[config.mk]
export PLATFORM = sky130hd
export DESIGN_NAME = afk_fifo
export DESIGN_NICKNAME = d
export VERILOG_FILES = /design/src/sv/afk_pkg.sv /design/src/sv/afk_fifo.sv
export SDC_FILE = /design/constraint.sdc
export NUM_CORES = 1
export LEC_CHECK = 0
export ABC_AREA = 1
export BUFFER_PORTS_ARGS = -buffer_cell sky130_fd_sc_hd__buf_4
export CAP_MARGIN = 20
export CORE_MARGIN = 4
export CORE_UTILIZATION = 28
export CTS_BUF_LIST = sky130_fd_sc_hd__clkbuf_4
export DETAILED_ROUTE_END_ITERATION = 10
export GPL_TIMING_DRIVEN = 0
export SYNTH_ARGS = -nofsm -noshare
export SYNTH_HDL_FRONTEND = slang
export SYNTH_SLANG_ARGS = --single-unit
[constraint.sdc]
create_clock -name clk -period 7.09 [get_ports clk]
set_clock_uncertainty 0.2 [all_clocks]
set_input_delay 0.3545 -clock clk [delete_from_list [all_inputs] [get_ports clk]]
set_output_delay 0.3545 -clock clk [all_outputs]
set_load 0.01 [all_outputs]
[src/sv/afk_pkg.sv]
// shared types, constants and helpers for the arm camera kinematics block
package afk_pkg;

	localparam int CORDIC_STAGES_DEF = 16;
	localparam int MAX_STAGES = 24;
	localparam int ROT_EXTRA = 5;
	localparam int FIFO_DEPTH = 2;

	localparam int CFG_IDX_W = 2;
	localparam int CFG_W = 14;
	localparam int LEN_W = 14;
	localparam int EXT_W = 13;
	localparam int PX_W = 15;
	localparam int IN_W = 16;
	localparam int OUT_W = 16;

	// angles carry 2^21 units per radian
	localparam int ANG_W = 27;
	localparam int XW = 33;
	localparam int VW = 32;
	localparam int RW = 17;
	localparam int POS_W = 20;

	localparam logic signed [ANG_W-1:0] ANG_PI = ANG_W'(6588397);
	localparam logic signed [ANG_W-1:0] ANG_HALF_PI = ANG_W'(3294199);
	localparam logic signed [ANG_W-1:0] ANG_TWO_PI = ANG_W'(13176795);
	localparam int GAIN_Q30 = 652032874;

	localparam logic [CFG_IDX_W-1:0] REG_LOWER_LEN = 2'd0;
	localparam logic [CFG_IDX_W-1:0] REG_LOWER_OFS = 2'd1;
	localparam logic [CFG_IDX_W-1:0] REG_UPPER_BASE = 2'd2;
	localparam logic [CFG_IDX_W-1:0] REG_SIDE_OFS = 2'd3;

	localparam logic [LEN_W-1:0] RST_LOWER_LEN = LEN_W'(2000);
	localparam logic signed [CFG_W-1:0] RST_LOWER_OFS = CFG_W'(860);
	localparam logic [LEN_W-1:0] RST_UPPER_BASE = LEN_W'(2368);
	localparam logic [LEN_W-1:0] RST_SIDE_OFS = LEN_W'(384);

	typedef struct packed {
		logic signed [ANG_W-1:0] tlow;
		logic signed [ANG_W-1:0] tsight;
		logic signed [ANG_W-1:0] tt;
		logic [LEN_W-1:0] len;
		logic [PX_W-1:0] px;
		logic [LEN_W-1:0] py;
	} afk_item_t;

	typedef struct packed {
		logic signed [OUT_W-1:0] lower_x;
		logic signed [OUT_W-1:0] lower_y;
		logic signed [OUT_W-1:0] upper_x;
		logic signed [OUT_W-1:0] upper_y;
		logic signed [OUT_W-1:0] camera_x;
		logic signed [OUT_W-1:0] camera_y;
		logic signed [OUT_W-1:0] sight_x;
		logic signed [OUT_W-1:0] sight_y;
	} afk_result_t;

	function automatic int afk_atan(input int i);
		int v;
		unique case (i)
			0: v = 1647099;
			1: v = 972340;
			2: v = 513757;
			3: v = 260791;
			4: v = 130902;
			5: v = 65515;
			6: v = 32765;
			7: v = 16384;
			8: v = 8192;
			9: v = 4096;
			10: v = 2048;
			11: v = 1024;
			12: v = 512;
			13: v = 256;
			14: v = 128;
			15: v = 64;
			16: v = 32;
			17: v = 16;
			18: v = 8;
			19: v = 4;
			20: v = 2;
			21: v = 1;
			default: v = 0;
		endcase
		return v;
	endfunction

	function automatic logic signed [OUT_W-1:0] afk_sat_pos(input logic signed [POS_W-1:0] v);
		logic signed [OUT_W-1:0] r;
		priority if (v > POS_W'(32767)) begin
			r = OUT_W'(32767);
		end else if (v < -POS_W'(32768)) begin
			r = -OUT_W'(32768);
		end else begin
			r = OUT_W'(v);
		end
		return r;
	endfunction

	function automatic logic signed [OUT_W-1:0] afk_sat_unit(input logic signed [POS_W-1:0] v);
		logic signed [OUT_W-1:0] r;
		priority if (v > POS_W'(16384)) begin
			r = OUT_W'(16384);
		end else if (v < -POS_W'(16384)) begin
			r = -OUT_W'(16384);
		end else begin
			r = OUT_W'(v);
		end
		return r;
	endfunction

endpackage

[src/sv/afk_fifo.sv]
// short queue between front end and back end
module afk_fifo import afk_pkg::*; (
	input logic clk,
	input logic arst_n,
	input logic push,
	input afk_item_t push_item,
	input logic pop,
	output logic full,
	output logic head_vld,
	output afk_item_t head
);

	localparam int AW = (FIFO_DEPTH > 1) ? $clog2(FIFO_DEPTH) : 1;

	afk_item_t mem_q [FIFO_DEPTH];
	logic [AW-1:0] wr_q;
	logic [AW-1:0] rd_q;
	logic [AW:0] cnt_q;
	logic do_push;
	logic do_pop;

	assign full = (cnt_q == (AW+1)'(FIFO_DEPTH));
	assign head_vld = (cnt_q != '0);
	assign do_pop = pop && head_vld;
	assign do_push = push && (!full || do_pop);
	assign head = mem_q[rd_q];

	always_ff @(posedge clk) begin
		if (do_push) begin
			mem_q[wr_q] <= push_item;
		end
	end

	always_ff @(posedge clk or negedge arst_n) begin
		if (!arst_n) begin
			wr_q <= '0;
			rd_q <= '0;
			cnt_q <= '0;
		end else begin
			if (do_push) begin
				wr_q <= (wr_q == AW'(FIFO_DEPTH - 1)) ? '0 : wr_q + 1'b1;
			end
			if (do_pop) begin
				rd_q <= (rd_q == AW'(FIFO_DEPTH - 1)) ? '0 : rd_q + 1'b1;
			end
			cnt_q <= cnt_q + (AW+1)'(do_push) - (AW+1)'(do_pop);
		end
	end

endmodule

== Yosys cells after proc, flatten, opt, wreduce, memory -nomap -nowiden ==
Memory sizes are Yosys's and may differ from the RTL's.
Index checks and enable logic that the tools add are counted.

* Register bits after elaboration: 4
* Memories kept: 1
* Input bits: 128
* RAM bits: 248
* Output and inout port bits: 126
* Word-level logic and storage cells: 18

{| class="wikitable"
|+ Memory list
! memory !! words !! bits a word !! read ports !! clocked after Yosys merged registers in !! write ports !! RTL line !! RTL
|-
| mem_q || 2 || 124 || 1 || 0 || 1 || afk_fifo.sv:15 || <nowiki>afk_item_t mem_q [FIFO_DEPTH];</nowiki>
|}

* Mux-type cells: 4
* $add $sub $neg: 4
* Reduce and logical (&&, ||, !) cells: 5
* Equal/unequal tests: 1

{| class="wikitable"
|+ Operator list
! cell !! count
|-
| 1-bit 2-to-1 mux || 4
|-
| 1-bit adder (second input constant) || 2
|-
| 2-bit by 1-bit adder with 2-bit output || 1
|-
| 2-bit equality test (second input constant) || 1
|-
| 1-bit logical AND || 2
|-
| 2-bit nonzero test || 1
|-
| 2-bit by 1-bit subtractor with 2-bit output || 1
|-
| 1-bit logical NOT || 1
|-
| 1-bit logical OR || 1
|}

== Logic depth before layout (Yosys ltp) ==
* Depth after elaboration: 6
* Mapped depth: 12
* Mapped depth without buffers: 12

== Worst setup path before layout ==
No wires, ideal clock.

* Path kind: reg2reg
* From: register cnt_q[1]
* To: memory mem_q[1][0] in the netlist's numbering, enable pin
* Cell stages (with the launch flop): 4
* Setup time: 0.609 ns
* Clock period less this slack: 6.542 ns
* Required time: 6.281 ns
* Path slack: 0.548 ns
* Path buffers: 0
* Arrival: 5.733 ns
* Cell sequence: dfrtp_1 nand3_1 nand2_1 nor2_1

* Cells in the longest elaborated chain, start to end: 6
* Elaborated cells on any way between the ends: 8
* Those cells by class: eq/ne: 1; mux: 2; reduce/logical: 5

{| class="wikitable"
|+ RTL lines
! what !! RTL line !! RTL
|-
| start: declaration || afk_fifo.sv:18 || <nowiki>logic [AW:0] cnt_q;</nowiki>
|-
| start signal: assignment || afk_fifo.sv:46 || <nowiki>cnt_q <= cnt_q + (AW+1)'(do_push) - (AW+1)'(do_pop);</nowiki>
|-
| 2-bit equality test / 2-bit nonzero test (equally long branches) || afk_fifo.sv:22, afk_fifo.sv:23 ||
|-
| 1-bit logical NOT / 1-bit logical AND (equally long branches) || afk_fifo.sv:25, afk_fifo.sv:24 ||
|-
| 1-bit logical OR * || afk_fifo.sv:25 || <nowiki>assign do_push = push && (!full || do_pop);</nowiki>
|-
| 1-bit logical AND * || afk_fifo.sv:25 ||
|-
| 1-bit 2-to-1 mux * || afk_fifo.sv:29 || <nowiki>if (do_push) begin</nowiki>
|-
| 1-bit 2-to-1 mux (implied by the code) * || afk_fifo.sv:30 || <nowiki>mem_q[wr_q] <= push_item;</nowiki>
|-
| end: declaration || afk_fifo.sv:15 ||
|}

Every way passes the cells marked *; elsewhere a longest branch is shown, timed or not.

== Worst setup path after layout ==
* From: register cnt_q[1]
* To: register cnt_q[1]

* Cells in the longest elaborated chain, start to end: 6
* Elaborated cells on any way between the ends: 8
* Those cells by class: add/sub: 2; eq/ne: 1; reduce/logical: 5

{| class="wikitable"
|+ RTL lines
! what !! RTL line
|-
| 2-bit equality test / 2-bit nonzero test (equally long branches) || afk_fifo.sv:22, afk_fifo.sv:23
|-
| 1-bit logical NOT / 1-bit logical AND (equally long branches) || afk_fifo.sv:25, afk_fifo.sv:24
|-
| 1-bit logical OR || afk_fifo.sv:25
|-
| 1-bit logical AND || afk_fifo.sv:25
|-
| 2-bit by 1-bit adder with 2-bit output || afk_fifo.sv:46
|-
| 2-bit by 1-bit subtractor with 2-bit output * || afk_fifo.sv:46
|}

Marks and branches as above.
A chain may end at the register's enable or synchronous reset.

==> flow_metrics.tcl <==
set metrics [dict create \
    outcome "completed" \
    post_cts_resized 0 \
    finalSetupViolCount 0 \
    cts_tree "built" \
    avgSynthCellArea_sq_um 13.55 \
    synth_seq_area_share_pct 81.34 \
    n_antenna_cell 0 \
    synth_mux_area_share_pct 0 \
    switching_share_pct 33.65 \
    cp.arrival_ps 3070 \
    grt_pass1_vias 7129 \
    grt_max_degree 67 \
    yosys_register_bits 252 \
    syn_nets 814 \
    synth_cell_type_count 11 \
    slew_viol_final 0 \
    crit_fanout 5 \
    slowest_delay_ps 550 \
    leakage_nw 6.027 \
    power_frac_seq_pct 39.3 \
    cap_violations 0 \
    power.total_mw 5.274 \
    critPathCaptureType "flip-flop" \
    grt_pass1_wl_um 37300 \
    synth_top_family_by_area "simple AND/OR/NAND/NOR gates" \
    die_height_um 190.0 \
    initial_core_util_pct 28.45 \
    criticalPathCategory "flip-flop to flip-flop" \
    num_rows 66 \
    yosys_warnings 0 \
    final_hold_viol_count 0 \
    rsz0062_at_grt "false" \
    ioPinCount 254 \
    critPathTopFamily "buffers and inverters" \
    peakVddDrop_uv 209.6 \
    synth_compound_area_share_pct 0 \
    postSynthCellCount 685 \
    fill_cells 3017 \
    io_buffers 253 \
    wl_per_cell_um 14.86 \
    crit_top_cell "nand2_1" \
    period_share_pct 38.64 \
    final_layout_size_suffix_gt1_share_pct 33.31 \
    hold_class "input port to flip-flop" \
    dieArea_sq_mm 0.03612 \
    netlist_area_sq_mm 0.009279 \
    holdBufCountCts 130 \
    post-route-min-period_ps 2739 \
    antenna_found_initial 1 \
    cts_sinks 252 \
    cts_setup_buffers 0 \
    gp_congestion 0.7072 \
    clk_pin_slew_ps 60 \
    yosys.area_share.simple_pct 16.05 \
    p_sw_mw 1.775 \
    synth_fa_ha_area_share_pct 0.1348 \
    numCtsBuffers 71 \
    overflow 0 \
    die_w_um 190.0 \
    cts-root-buf "clkbuf_4" \
    first_pass_iters 4 \
    max_freq_mhz 365.0 \
    detailed_place_hpwl_um 15340 \
    reg2reg_slack_ps 4350 \
    slew_headroom_pct 52.88 \
    syn_to_final_growth_pct 50.85 \
    placed_cell_area_sq_mm 0.01185 \
    cellPowerDensity_mw_per_mm2 376.8 \
    power_frac_comb_pct 36.7 \
    fin_tns_setup_ps 0 \
    wirelength_um 24230 \
    synth_xor_area_share_pct 0 \
    cts_max_level 3 \
    avgViaCountPerCell 4.124 \
    clk_latency_ps 660 \
    grt_util_all_layers_pct 13.11 \
    crit_chain "inv_1 -> nand2_1 -> nand2_1 -> nand3_1 -> nand2_1 -> ha_1 -> inv_1 -> nand2_1 -> nand2_1 -> nand3_1 -> dlygate4sd3_1 -> nand2_1 -> dlygate4sd3_1" \
    drc 0 \
    cp_slowest_cell "dlygate4sd3_1" \
    power_frac_clock_pct 24.0 \
    tightest_slew_ps 706.8 \
    cp-start-kind "flip-flop" \
    final_cell_area_sq_mm 0.01400 \
    cts_max_path_buffers 3 \
    intPower_mw 3.500 \
    antenna_left 0 \
    critPathBufInv 4 \
    vias 6726 \
    utilization_pct 42.91 \
    drt_iter0_markers 185 \
    required_ps 7420 \
    core-area_sq_mm 0.03262 \
    fin_nets 1275 \
]
## synthesized netlist by cell type (all sizes together)
| library cell | count | area, sq um |
|---|---|---|
| nand3 | 5 | 25.02 |
| buf | 27 | 190.2 |
| edfxtp | 248 | 7447 |
| dfrtp | 4 | 100.1 |
| inv | 10 | 40.04 |
| nand2 | 387 | 1453 |
| ha | 1 | 12.51 |
| nor2 | 3 | 11.26 |
## final cells by class
type                       count  area [sq um]  share of cell area, %
buffer                        27         190.2                  1.359
clock buffer                 101         758.2                  5.417
clock inverter                15         86.33                 0.6168
inverter                      10         45.04                 0.3218
multi-input combinational    396          1509                  10.78
sequential                   252          7547                  53.92
tap                          442         553.0                  3.951
timing repair buffer         388          3308                  23.63
## metal layers
| layer | routed length [um] | GRT usage, % | vias up |
|---|---|---|---|
| met5 | 7 | 0 | - |
| met3 | 2080 | 4.532 | 82 |
| met4 | 972 | 6.483 | 2 |
| met2 | 11650 | 21.54 | 273 |
| li1 | - | - | 3263 |
| met1 | 9523 | 15.34 | 3106 |
## through the flow
stage,setup WS [ps],hold slack (ps),cells
finish,4351,208.6,1631
global route,4185,139.7,1631
CTS,4377,107.2,1631
detailed placement,4762,-43.35,1385
global placement,-3195,-44.00,1380
floorplan,547.7,-141.1,685
## state kept, by name (all words and copies together), names as in the netlist
name	cells
cnt_q	2
mem_q	248
rd_q	1
wr_q	1
## kinds of logic (layout without fill, tap and decap cells)
group         count (synthesis)  after routing
flops                       252            252
simple gates                395            395
fa+ha+maj                     1              1
buf+inv                      37            541
## worst reg2reg max path: stages, from the launching register on
cell and delay [ps]:
dfrtp_1 430, inv_1 110, nand2_1 100, nand2_1 100, nand3_1 70, nand2_1 60, ha_1 150, inv_1 40
nand2_1 60, nand2_1 80, nand3_1 80, dlygate4sd3_1 540, nand2_1 40, dlygate4sd3_1 550
## layout by cell type (no fill, tap or decap), drive strengths merged
cell type,instances
ha,1
dfrtp,4
nand3,5
dlygate4sd3,130
buf,285
edfxtp,248
clkinv,11
clkbuf,101
inv,13
nor2,3
nand2,387
bufinv,1
## power groups by stage
stage	combinational [mW]	sequential [mW]	clock, mW
2_1_floorplan	0.910	2.14	0
3_3_place_gp	1.86	2.19	0
3_5_place_dp	1.91	2.10	0
4_1_cts	1.99	2.07	1.33
5_1_grt	2.14	2.10	1.41
6_report	1.93	2.07	1.27
## worst paths after layout
path                                from           end  cells past startpoint
max                             cnt_q[1]      cnt_q[1]                     13
min                        push_item[18]  mem_q[1][18]                      2
max reg2reg                     cnt_q[1]      cnt_q[1]                     13
min reg2reg                         wr_q          wr_q                      2
max in group asynchronous         arst_n      cnt_q[1]                      3
min in group asynchronous         arst_n          wr_q                      3
Note: power is estimated with default switching activity, not from simulation.
