## src/sv/afk_pkg.sv

```systemverilog
// shared types, constants and helpers for the arm camera kinematics block
package afk_pkg;

	localparam int CORDIC_STAGES_DEF = 16;
	localparam int MAX_STAGES = 24;
	localparam int ROT_EXTRA = 5;
	localparam int FIFO_DEPTH = 2;

	localparam int CFG_IDX_W = 2;
	localparam int CFG_W = 14;
	localparam int LEN_W = 14;
	localparam int EXT_W = 13;
	localparam int PX_W = 15;
	localparam int IN_W = 16;
	localparam int OUT_W = 16;

	// angles carry 2^21 units per radian
	localparam int ANG_W = 27;
	localparam int XW = 33;
	localparam int VW = 32;
	localparam int RW = 17;
	localparam int POS_W = 20;

	localparam logic signed [ANG_W-1:0] ANG_PI = ANG_W'(6588397);
	localparam logic signed [ANG_W-1:0] ANG_HALF_PI = ANG_W'(3294199);
	localparam logic signed [ANG_W-1:0] ANG_TWO_PI = ANG_W'(13176795);
	localparam int GAIN_Q30 = 652032874;

	localparam logic [CFG_IDX_W-1:0] REG_LOWER_LEN = 2'd0;
	localparam logic [CFG_IDX_W-1:0] REG_LOWER_OFS = 2'd1;
	localparam logic [CFG_IDX_W-1:0] REG_UPPER_BASE = 2'd2;
	localparam logic [CFG_IDX_W-1:0] REG_SIDE_OFS = 2'd3;

	localparam logic [LEN_W-1:0] RST_LOWER_LEN = LEN_W'(2000);
	localparam logic signed [CFG_W-1:0] RST_LOWER_OFS = CFG_W'(860);
	localparam logic [LEN_W-1:0] RST_UPPER_BASE = LEN_W'(2368);
	localparam logic [LEN_W-1:0] RST_SIDE_OFS = LEN_W'(384);

	typedef struct packed {
		logic signed [ANG_W-1:0] tlow;
		logic signed [ANG_W-1:0] tsight;
		logic signed [ANG_W-1:0] tt;
		logic [LEN_W-1:0] len;
		logic [PX_W-1:0] px;
		logic [LEN_W-1:0] py;
	} afk_item_t;

	typedef struct packed {
		logic signed [OUT_W-1:0] lower_x;
		logic signed [OUT_W-1:0] lower_y;
		logic signed [OUT_W-1:0] upper_x;
		logic signed [OUT_W-1:0] upper_y;
		logic signed [OUT_W-1:0] camera_x;
		logic signed [OUT_W-1:0] camera_y;
		logic signed [OUT_W-1:0] sight_x;
		logic signed [OUT_W-1:0] sight_y;
	} afk_result_t;

	function automatic int afk_atan(input int i);
		int v;
		unique case (i)
			0: v = 1647099;
			1: v = 972340;
			2: v = 513757;
			3: v = 260791;
			4: v = 130902;
			5: v = 65515;
			6: v = 32765;
			7: v = 16384;
			8: v = 8192;
			9: v = 4096;
			10: v = 2048;
			11: v = 1024;
			12: v = 512;
			13: v = 256;
			14: v = 128;
			15: v = 64;
			16: v = 32;
			17: v = 16;
			18: v = 8;
			19: v = 4;
			20: v = 2;
			21: v = 1;
			default: v = 0;
		endcase
		return v;
	endfunction

	function automatic logic signed [OUT_W-1:0] afk_sat_pos(input logic signed [POS_W-1:0] v);
		logic signed [OUT_W-1:0] r;
		priority if (v > POS_W'(32767)) begin
			r = OUT_W'(32767);
		end else if (v < -POS_W'(32768)) begin
			r = -OUT_W'(32768);
		end else begin
			r = OUT_W'(v);
		end
		return r;
	endfunction

	function automatic logic signed [OUT_W-1:0] afk_sat_unit(input logic signed [POS_W-1:0] v);
		logic signed [OUT_W-1:0] r;
		priority if (v > POS_W'(16384)) begin
			r = OUT_W'(16384);
		end else if (v < -POS_W'(16384)) begin
			r = -OUT_W'(16384);
		end else begin
			r = OUT_W'(v);
		end
		return r;
	endfunction

endpackage

```

## src/sv/afk_front.sv

```systemverilog
// front end: config registers, input capture and angle pre-sums
module afk_front import afk_pkg::*; (
	input logic clk,
	input logic arst_n,
	input logic accept,
	input logic [EXT_W-1:0] extension,
	input logic signed [IN_W-1:0] top_angle,
	input logic signed [IN_W-1:0] bottom_angle,
	input logic cfg_we,
	input logic [CFG_IDX_W-1:0] cfg_index,
	input logic [CFG_W-1:0] cfg_data,
	output logic item_vld,
	output afk_item_t item
);

	logic [LEN_W-1:0] len_q;
	logic signed [CFG_W-1:0] ofs_q;
	logic [LEN_W-1:0] base_q;
	logic [LEN_W-1:0] side_q;
	logic vld_s1;
	afk_item_t item_s1;
	logic signed [IN_W:0] dlow;
	logic signed [IN_W+1:0] dsum;

	always_ff @(posedge clk or negedge arst_n) begin
		if (!arst_n) begin
			len_q <= RST_LOWER_LEN;
			ofs_q <= RST_LOWER_OFS;
			base_q <= RST_UPPER_BASE;
			side_q <= RST_SIDE_OFS;
		end else if (cfg_we) begin
			unique case (cfg_index)
				REG_LOWER_LEN: len_q <= cfg_data;
				REG_LOWER_OFS: ofs_q <= cfg_data;
				REG_UPPER_BASE: base_q <= cfg_data;
				REG_SIDE_OFS: side_q <= cfg_data;
				default: ;
			endcase
		end
	end

	assign dlow = (IN_W+1)'(bottom_angle) - (IN_W+1)'(ofs_q);
	// top + bottom - offset, the common part of the upper and sight angles
	assign dsum = (IN_W+2)'(top_angle) + (IN_W+2)'(bottom_angle) - (IN_W+2)'(ofs_q);

	always_ff @(posedge clk or negedge arst_n) begin
		if (!arst_n) begin
			vld_s1 <= 1'b0;
		end else begin
			vld_s1 <= accept;
		end
	end

	always_ff @(posedge clk) begin
		if (accept) begin
			item_s1.tlow <= ANG_W'(dlow) <<< 8;
			item_s1.tt <= (ANG_W'(dsum) <<< 8) - ANG_PI;
			item_s1.tsight <= ANG_PI - (ANG_W'(dsum) <<< 8);
			item_s1.len <= len_q;
			item_s1.px <= PX_W'(base_q) + PX_W'(extension);
			item_s1.py <= side_q;
		end
	end

	assign item_vld = vld_s1;
	assign item = item_s1;

endmodule

```

## config.mk

```make
export PLATFORM = sky130hd
export DESIGN_NAME = afk_front
export DESIGN_NICKNAME = d
export VERILOG_FILES = /design/src/sv/afk_pkg.sv /design/src/sv/afk_front.sv
export SDC_FILE = /design/constraint.sdc
export NUM_CORES = 1
export LEC_CHECK = 0
export BUFFER_PORTS_ARGS = -buffer_cell sky130_fd_sc_hd__buf_2
export CORE_AREA = 2 2 123 125
export DETAILED_ROUTE_END_ITERATION = 8
export DIE_AREA = 0 0 125 127
export PLACE_DENSITY_LB_ADDON = 0.3
export SLEW_MARGIN = 20
export SYNTH_ARGS = -nofsm -noshare
export SYNTH_HDL_FRONTEND = slang
export SYNTH_SLANG_ARGS = --single-unit
export TNS_END_PERCENT = 100
```

## constraint.sdc

```tcl
create_clock -name clk -period 6.6 [get_ports clk]
set_clock_uncertainty 0.15 [all_clocks]
set_input_delay 0.33 -clock clk [delete_from_list [all_inputs] [get_ports clk]]
set_output_delay 0.33 -clock clk [all_outputs]
set_load 0.01 [all_outputs]
```

* Word level (Yosys, flattened, before mapping)
Cells that the tools add are included.
W data, S select, Z words.
** Word-level totals
- Register bits after elaboration :: 171
- Output and inout port bits :: 125
- Input port bits :: 65
- Word-level logic and storage cells :: 25
** Operators by class
- Eq/ne operators :: 3
- Add/subtract/negate cells :: 6
- Reductions and logical operators :: 5
** Operators by type and width (number)
- $sub A24 B26 Y27 const A :: 1
- $sub A26 B24 Y27 const B :: 1
- $sub A17 B14 Y18 :: 1
- $add A16 B16 Y17 :: 1
- $sub A16 B14 Y17 :: 1
- $add A14 B13 Y15 :: 1
- $reduce_and A2 Y1 :: 4
- $eq A2 B2 Y1 const B :: 2
- $eq A2 B1 Y1 const B :: 1
- $logic_not A2 Y1 :: 1

* Depth between registers and ports, before layout
Gate-level depths: netlist of the first run.
- Depth after elaboration :: 3
- Depth in mapped cells :: 17
- Mapped depth without buffers :: 17

* Least setup slack after synthesis of the first run
Ideal clock, no wire load.
- Kind :: reg2reg
- Start :: register ofs_q[4]
- End :: register item_s1, in the netlist item[95], data pin
- Required time :: 6181 ps
- Arrival time :: 3111 ps
- Period minus slack after synthesis :: 3530 ps
- Setup time :: 269 ps
- Path buffers :: 1
- Setup slack :: 3070 ps
- Cell stages (with the launch flop) :: 14
- Path through :: dfstp_2 fa_1 inv_1 ha_1 buf_2 or3_4 a21oi_4 or2_4 nor2_1 o31ai_1 nand2b_1 a2111oi_2 a21oi_1 xor2_1
** Between the ends
- Cells in the longest elaborated chain, start to end :: 2
** Ends and longest elaborated chain
- start, declared :: RTL line afk_front.sv:17 : logic signed [CFG_W-1:0] ofs_q;
- start signal, assigned :: RTL line afk_front.sv:34 : REG_LOWER_OFS: ofs_q <= cfg_data;
- $sub A17 B14 Y18 :: RTL line afk_front.sv:44 : assign dsum = (IN_W+2)'(top_angle) + (IN_W+2)'(bottom_angle) - (IN_W+2)'(ofs_q);
- $sub A24 B26 Y27 :: RTL line afk_front.sv:58 : item_s1.tsight <= ANG_PI - (ANG_W'(dsum) <<< 8);
- end, declared :: RTL line afk_front.sv:21 : afk_item_t item_s1;
No other way between the ends.
A chain may end at the register's enable or synchronous reset.

* Worst setup path in the final report of the first run
- Start :: register ofs_q[1]
- End :: register item_s1, in the netlist item[95], data pin
The elaborated chain is that of the path after synthesis.

==> summary.log, run 1 <==
INFO  logic_synthesis synth.avg_cell_area=12.2um^2
INFO  final_layout   drive_gt1_share=32.8%
INFO  power_and_ir_drop p_sw=1.40mW
INFO  power_and_ir_drop design_power_total=4.07mW
INFO  global_route   gr-usage-all-layers=21.4%
INFO  hold_path      timing.hold.worst.start=cfg_data[3]
INFO  timing         slew_violations=0
INFO  critical_path  critical_path.max_stage_delay=0.74ns
INFO  routing        drt-initial-drc-count=280
INFO  routing        drt_drc_violations_left=0
INFO  cts            ctsRootBufferMaster=clkbuf_16
INFO  cts            cts_htree_levels=4
INFO  logic_synthesis yosys_warnings=0
INFO  global_route   grt-ovfl-total=0
INFO  critical_path  rr_startpoint=ofs_q[1]$_DFFE_PN0P_
INFO  routing        drt-wirelength-per-cell=15.6um
INFO  timing         final_period_minus_worst_setup_slack=3.92ns
INFO  cts            clock_tree.buffer_depth=2
INFO  hold_path      min_delay_worst_endpoint=side_q[3]$_DFFE_PN0P_
INFO  logic_synthesis primary_flip_flop_cell_chosen_by_synthesis_mapping=edfxtp_1
INFO  critical_path  cp_cell_sequence=fa_1 > fa_1 > nand2b_1 > a211oi_1 > nor3_2 > nor2_1 > o21ai_2 > o311ai_1 > nor3_4 > xor2_1
INFO  routing        vias=5556
INFO  logic_synthesis synthesis.area=0.00843mm^2
INFO  cts            post_cts.repair.setup_buffers=0
INFO  hold_path      worst_hold_path_type=in2reg
INFO  place          dpl.hpwl=12900um
INFO  critical_path  critPathArrivalTime=3.92ns
INFO  timing         setup_tns=0ns
INFO  logic_synthesis yosys.area.top_type_share=34.9%
INFO  floorplanning  die_width=125um
INFO  power_and_ir_drop clock_power_share=22.6%
INFO  logic_synthesis ys_types=65
INFO  power_and_ir_drop seq_power_share=37.9%
INFO  logic_synthesis post_synth_most_frequent_cells=inv_1 (106), edfxtp_1 (98), mux2_2 (56)
INFO  power_and_ir_drop p_comb_share=39.5%
INFO  power_and_ir_drop vdd_drop_max=0.168mV
INFO  routing        dr.pass1.iters=4
INFO  final_layout   finish.net_count=994
INFO  critical_path  setup.worst_path.class=reg2reg
INFO  cts            cts_inserted_buffers=17
INFO  power_and_ir_drop leakagePower=4.57nW
INFO  final_layout   area.growth.synth_to_final=17.6%
INFO  routing        detail_route.wirelength=16600um
INFO  global_route   grt_pass1_wl=26600um
INFO  routing        detail_route.vias_per_cell=5.24
INFO  cts            clk-insertion-delay-late=0.42ns
INFO  critical_path  setup.reg_to_reg.worst_slack=2.68ns
INFO  critical_path  critical_path.max_fanout=5
INFO  critical_path  critical_path_buf_inv_count=0
INFO  power_and_ir_drop power.share.switching=34.4%
INFO  critical_path  worstSetupStartpointType=register
INFO  place          placed_cell_area=0.00934mm^2
INFO  final_layout   antenna_cells=0
INFO  power_and_ir_drop power.internal=2.67mW
INFO  final_layout   finalNonFillerCells=1061
INFO  critical_path  critical-path-top-cell-by-count=fa_1
INFO  hold_path      whs_path_depth=2
INFO  global_route   grt_max_degree=58
INFO  floorplanning  die_y=127um
INFO  timing         finalSetupViolations=0
INFO  timing         fmax=255MHz
INFO  cts            worst_setup_hold_path_clk_slew=0.07ns
INFO  logic_synthesis most_common_cell_in_the_netlist=inv_1
INFO  timing         max-slew-margin-rel=28.4%
INFO  critical_path  crit_path_end_kind=register
INFO  logic_synthesis synth-edff-count=98
INFO  floorplanning  die_ar=0.0159mm^2
INFO  logic_synthesis synth_top_area_cell=edfxtp_1
INFO  global_route   grt_antenna_before_repair=0
INFO  logic_synthesis syn-instance-count=691
INFO  logic_synthesis synth-seq-cells=155
INFO  logic_synthesis synth-async-reset-ratio=36.8%
INFO  floorplanning  floorplan.rows=44
INFO  routing        antenna_violating_nets_left=0
INFO  run            max_cap_violation_count=0
INFO  final_layout   final_area=0.00991mm^2
INFO  critical_path  critical-path-slowest-cell=o311ai_1
INFO  floorplanning  core-area=0.0144mm^2
INFO  logic_synthesis synth.area.top_cells=edfxtp_1 (35%), dfrtp_1 (12%), mux2_2 (7.5%)
INFO  outcome        outcome=completed
INFO  critical_path  critical-path-top-delay-family=compound AO/OA/AOI/OAI gates
INFO  critical_path  worst-r2r-cell-count=10
INFO  place          placed_cells=1028
INFO  floorplanning  start_util=58.4%
INFO  power_and_ir_drop power.density_cell_area=411mW/mm^2
INFO  logic_synthesis synth.yosys.seq_area_share=52.1%
INFO  cts            clock_sink_count=155
INFO  floorplanning  io_pins=190
INFO  timing         worst_pin_slew=1.07ns
INFO  cts            cts_tree=done
INFO  timing         unrepaired_setup_endpoints_after_global_routing=false
INFO  place          routabilityCongestion=0.855
INFO  place          count_of_buffers_from_port_buffering=165
INFO  timing         hold_violation_total_from_the_final_report=0
INFO  critical_path  ff_to_ff_end=item[95]$_DFFE_PP_
INFO  global_route   vias_in_the_first_global_route=5520
INFO  timing         post-route-period-util=59.3%
INFO  critical_path  cp_data_required_time=6.60ns
cell type report:
type	count	area (um^2)
Timing Repair Buffer	168	853
Inverter	106	398
Sequential cell	155	4390
Clock buffer	21	480
Tap cell	184	230
Fill cell	1090	4510
Clock inverter	11	81.3
Multi-Input combinational cell	416	3480
cell usage in the layout (no fill, tap or decap), types with 5 or more instances in the layout:
cell type	n
a21o_1	11
a21oi_1	27
buf_2	164
clkbuf_16	17
conb_1	24
dfrtp_1	40
dfstp_2	17
edfxtp_1	98
fa_1	18
ha_1	47
inv_1	106
mux2_2	56
nand2_1	20
nand2b_1	11
nand3_1	12
nor2_1	26
nor2b_1	9
nor3_1	10
o21a_1	8
o21ai_0	19
or3_1	5
xnor2_1	33
xor2_1	17
power groups by stage:
stage | Combinational (mW) | Clock [mW] | Sequential, mW
2_1_floorplan | 1.09 | 0 | 1.65
3_5_place_dp | 1.61 | 0 | 1.56
3_3_place_gp | 1.56 | 0 | 1.55
6_report | 1.61 | 0.918 | 1.54
4_1_cts | 1.62 | 0.935 | 1.55
5_1_grt | 1.80 | 0.979 | 1.57
routing by layer:
| metal | part of all wire (%) | global-route usage [%] |
|---|---|---|
| met1 | 41 | 26.1 |
| met2 | 51 | 37.2 |
| met3 | 6.6 | 6.28 |
| met4 | 0.94 | 6.41 |
| met5 | 0 | 0 |
cell families after synthesis:
group / Yosys count / share of synthesized area (%)
buffers and inverters: 142 / 7.65
AND/OR/NAND/NOR: 115 / 7.28
adder cells (fa/ha/maj): 65 / 11.3
XOR/XNOR: 51 / 5.52
multiplexers: 56 / 7.48
AO/OA/AOI/OAI: 105 / 8.63
other: 2 / 0.0891
flip-flops: 155 / 52.1
metrics by stage:
step           hold slack, ns  setup WS (ns)  utilization [%]
3_5_place_dp            0.280           2.59             64.8
6_report               0.0481           2.68             68.7
3_3_place_gp            0.275           2.70             64.8
5_1_grt                0.0379           2.42             68.7
2_1_floorplan          -0.116           3.07                -
4_1_cts                0.0333           2.66             68.7
worst max path at each step:
stage | cells past startpoint | endpoint | slack (ns) | startpoint
floorplan | 13 | item[95]$_DFFE_PP_ | 3.07 | ofs_q[4]$_DFFE_PN1P_
global placement | 12 | item[95]$_DFFE_PP_ | 2.70 | bottom_angle[1]
detailed placement | 12 | item[95]$_DFFE_PP_ | 2.59 | bottom_angle[1]
CTS | 10 | item[95]$_DFFE_PP_ | 2.66 | ofs_q[1]$_DFFE_PN0P_
global route | 13 | item[95]$_DFFE_PP_ | 2.42 | ofs_q[0]$_DFFE_PN0P_
finish | 10 | item[95]$_DFFE_PP_ | 2.68 | ofs_q[1]$_DFFE_PN0P_
worst reg2reg max path, cell delays in order, from the launching register on:
cell	delay, ns
dfrtp_1	0.44
fa_1	0.51
fa_1	0.51
nand2b_1	0.22
a211oi_1	0.38
nor3_2	0.11
nor2_1	0.17
o21ai_2	0.11
o311ai_1	0.74
nor3_4	0.12
xor2_1	0.18
what timing repair did:
action                                 CTS  global route
resized for setup                        0             0
hold buffers                             1             0
endpoints found under the hold margin   40             0
flip-flops by register name, summed over array words and instances, names as in the netlist:
signal and flops:
ofs_q 14, len_q 14, side_q 14, item 98, base_q 14, item_vld 1
Power figures use the tool's default switching activity.
==> run 2, diff against run 1 <==
- ABC_AREA: not set -> 1
- CORE_AREA: 2 2 123 125 -> 2 2 138 140
- DIE_AREA: 0 0 125 127 -> 0 0 140 142
- clock period: 6.6 -> 3.3 ns (I/O delays scaled with it)
==> summary.log, run 2 <==
INFO  routing        vias=6995
INFO  logic_synthesis synth-edff-count=98
INFO  logic_synthesis synth.yosys.seq_area_share=48.5%
INFO  logic_synthesis synthesis.area=0.00906mm^2
INFO  routing        drt-initial-drc-count=410
INFO  routing        drt-wirelength-per-cell=14.0um
INFO  critical_path  cp_data_required_time=3.33ns
INFO  logic_synthesis synth-simple-area-share=20.0%
INFO  routing        detail_route.wirelength=20100um
INFO  hold_path      timing.hold.worst.start=bottom_angle[15]
INFO  timing         slew_violations=0
INFO  logic_synthesis synth-adder-area-share=10.5%
INFO  cts            clock_tree.buffer_depth=2
INFO  logic_synthesis post_synth_xor_area_fraction=3.63%
INFO  routing        drt_drc_violations_left=28
INFO  global_route   gr-usage-all-layers=20.9%
INFO  logic_synthesis syn-instance-count=987
INFO  power_and_ir_drop p_sw=3.37mW
INFO  power_and_ir_drop clock_power_share=22.0%
INFO  power_and_ir_drop seq_power_share=34.5%
INFO  timing         max-slew-margin-rel=35.1%
INFO  power_and_ir_drop p_comb_share=43.5%
INFO  timing         unrepaired_setup_endpoints_after_global_routing=true
INFO  power_and_ir_drop design_power_total=8.53mW
INFO  critical_path  ff_to_ff_end=item[67]$_DFFE_PP_
INFO  timing         post-route-period-util=95.0%
INFO  final_layout   finish.net_count=1313
INFO  logic_synthesis yosys_warnings=0
INFO  power_and_ir_drop power.share.switching=39.5%
INFO  place          placed_cells=1380
INFO  floorplanning  io_pins=190
INFO  logic_synthesis synth_top_area_cell=edfxtp_1
INFO  routing        detail_route.vias_per_cell=4.89
INFO  critical_path  critPathArrivalTime=3.17ns
INFO  floorplanning  die_y=142um
INFO  global_route   grt_antenna_before_repair=1
INFO  routing        antenna_violating_nets_left=0
INFO  timing         fmax=319MHz
INFO  outcome        failed_checks=DRC
INFO  final_layout   multi_input_area=0.00394mm^2
INFO  cts            cts_inserted_buffers=17
INFO  logic_synthesis primary_flip_flop_cell_chosen_by_synthesis_mapping=edfxtp_1
INFO  timing         hold_violation_total_from_the_final_report=0
INFO  power_and_ir_drop vdd_drop_max=0.417mV
INFO  place          count_of_buffers_from_port_buffering=165
INFO  logic_synthesis synth.area.top_cells=edfxtp_1 (32%), dfrtp_1 (11%), nand2_1 (9.7%)
INFO  critical_path  crit_path_end_kind=register
INFO  place          routabilityCongestion=0.922
INFO  timing         worst_pin_slew=0.971ns
INFO  global_route   grt-ovfl-total=0
INFO  logic_synthesis yosys.area.top_type_share=32.5%
INFO  timing         final_period_minus_worst_setup_slack=3.13ns
INFO  final_layout   largest_register_ffs=98
INFO  floorplanning  core-area=0.0185mm^2
INFO  cts            cts_htree_levels=4
INFO  final_layout   mostFrequentLayoutCell=nand2_1
INFO  cts            cts_tree=done
INFO  cts            clk-insertion-delay-late=0.43ns
INFO  timing         layout_setup_ws=0.166ns
INFO  critical_path  worst-r2r-cell-count=14
INFO  place          setup_slack_after_placement=0.0260ns
INFO  global_route   vias_in_the_first_global_route=6670
INFO  logic_synthesis synth-async-reset-ratio=36.8%
INFO  power_and_ir_drop power.internal=5.17mW
INFO  logic_synthesis synth-seq-cells=155
INFO  timing         setup_tns=0ns
INFO  floorplanning  die_width=140um
INFO  logic_synthesis synth.avg_cell_area=9.18um^2
INFO  cts            ctsRootBufferMaster=clkbuf_16
INFO  final_layout   fill_cells=1645
INFO  timing         timing.hold.ws=0.0604ns
INFO  critical_path  worst_setup_path_endpoint=item[67]$_DFFE_PP_
INFO  final_layout   area.growth.synth_to_final=20.9%
INFO  place          dpl.hpwl=15100um
INFO  outcome        outcome=finished with violations
INFO  cts            clock_sink_count=155
INFO  logic_synthesis synthMuxAreaShare=0%
INFO  critical_path  setup.reg_to_reg.worst_slack=0.17ns
INFO  critical_path  worstSetupStartpointType=register
INFO  routing        dr.pass1.iters=8
INFO  final_layout   drive_gt1_share=26.3%
INFO  logic_synthesis synth_compound_gate_area_share=7.11%
INFO  power_and_ir_drop leakagePower=5.51nW
INFO  critical_path  worstSetupStartpoint=ofs_q[1]$_DFFE_PN0P_
INFO  power_and_ir_drop power.density_cell_area=779mW/mm^2
INFO  logic_synthesis most_common_cell_in_the_netlist=nand2_1
INFO  final_layout   sequential_area=0.00439mm^2
INFO  logic_synthesis ys_types=44
INFO  final_layout   finalNonFillerCells=1431
INFO  hold_path      worst_hold_path_type=in2reg
INFO  logic_synthesis post_synth_most_frequent_cells=nand2_1 (233), inv_1 (175), edfxtp_1 (98)
INFO  timing         finalSetupViolations=0
INFO  critical_path  critical_path.max_fanout=5
INFO  run            max_cap_violation_count=0
INFO  global_route   grt_pass1_wl=32600um
INFO  cts            worst_setup_hold_path_clk_slew=0.07ns
INFO  global_route   grt_max_degree=55
INFO  floorplanning  floorplan.rows=50
INFO  critical_path  rr_startpoint=ofs_q[1]$_DFFE_PN0P_
INFO  floorplanning  start_util=49.1%
INFO  floorplanning  die_ar=0.0199mm^2
INFO  logic_synthesis synth_top_family_by_area=simple AND/OR/NAND/NOR gates
INFO  final_layout   most-common-layout-cells=nand2_1 (227), inv_1 (174), buf_2 (164), edfxtp_1 (98), o21ai_0 (70)
INFO  critical_path  setup.worst_path.class=reg2reg
[run 2: stage by stage]
stage	cell area, um^2	utilization, %
finish	11000	59.3
global route	11000	59.3
global placement	10100	54.7
detailed placement	10100	54.7
CTS	10800	58.7
floorplan	9140	-
[run 2: repair_timing]
item | in CTS | in global routing
pin swaps | 0 | 5
endpoints found under the setup margin | 1 | 18
hold buffers | 17 | 0
setup buffers | 0 | 1
hold endpoints to repair | 75 | 0
gates resized for setup | 2 | 27
[run 2: routing by layer]
metal	vias to the layer above	global-route usage [%]	part of all wire (%)	wire [um]
met1	3256	29.1	46	9310
met3	13	3.97	6.5	1300
met5	-	0	0	0
met2	223	33.6	46	9200
met4	0	6.22	1.2	246
li1	3503	-	-	-
[run 2: cell families after synthesis]
| group | count (synthesis) |
|---|---|
| other | 2 |
| AND/OR/NAND/NOR | 390 |
| XOR/XNOR | 35 |
| flip-flops | 155 |
| buffers and inverters | 220 |
| adder cells (fa/ha/maj) | 65 |
| AO/OA/AOI/OAI | 120 |
[run 2: worst min path at each step]
| stage | slack (ns) | cells after the start | end |
|---|---|---|---|
| after global placement | 0.13 | 1 | side_q[9]$_DFFE_PN0P_ |
| after floorplan | -0.28 | 0 | base_q[0]$_DFFE_PN0P_ |
| after global routing | 0.07 | 4 | item[121]$_DFFE_PP_ |
| final | 0.06 | 4 | item[121]$_DFFE_PP_ |
| after detailed placement | 0.14 | 1 | side_q[12]$_DFFE_PN0P_ |
| after CTS | 0.05 | 4 | item[28]$_DFFE_PP_ |
[run 2: area by class of cell]
cell class                 instances  share of cell area [%]
clock inverter                    13                   0.982
clock buffer                      19                    4.14
tap                              234                    2.67
antenna                            1                  0.0228
inverter                         185                    6.36
sequential                       155                    40.1
timing repair buffer             190                    9.78
multi-input combinational        634                    35.9
[run 2: worst max-delay path: stages, from the launching register on]
cell and delay (ns):
dfrtp_2 0.44, fa_1 0.54, fa_2 0.43, inv_2 0.09, nand3_1 0.11, nand2_4 0.14, nand2_2 0.07, nand2_1 0.09
nand2_1 0.07, nand2_2 0.17, nand2_4 0.12, nor2_1 0.18, nand3_1 0.14, nand3_1 0.10, nand2_1 0.05
[run 2: power groups by stage]
stage | Combinational, mW | Sequential [mW] | Clock (mW)
floorplan | 2.35 | 3.17 | 0
global placement | 3.44 | 2.97 | 0
detailed placement | 3.51 | 2.98 | 0
CTS | 3.57 | 2.95 | 1.91
global route | 4.19 | 2.99 | 1.99
finish | 3.71 | 2.94 | 1.87
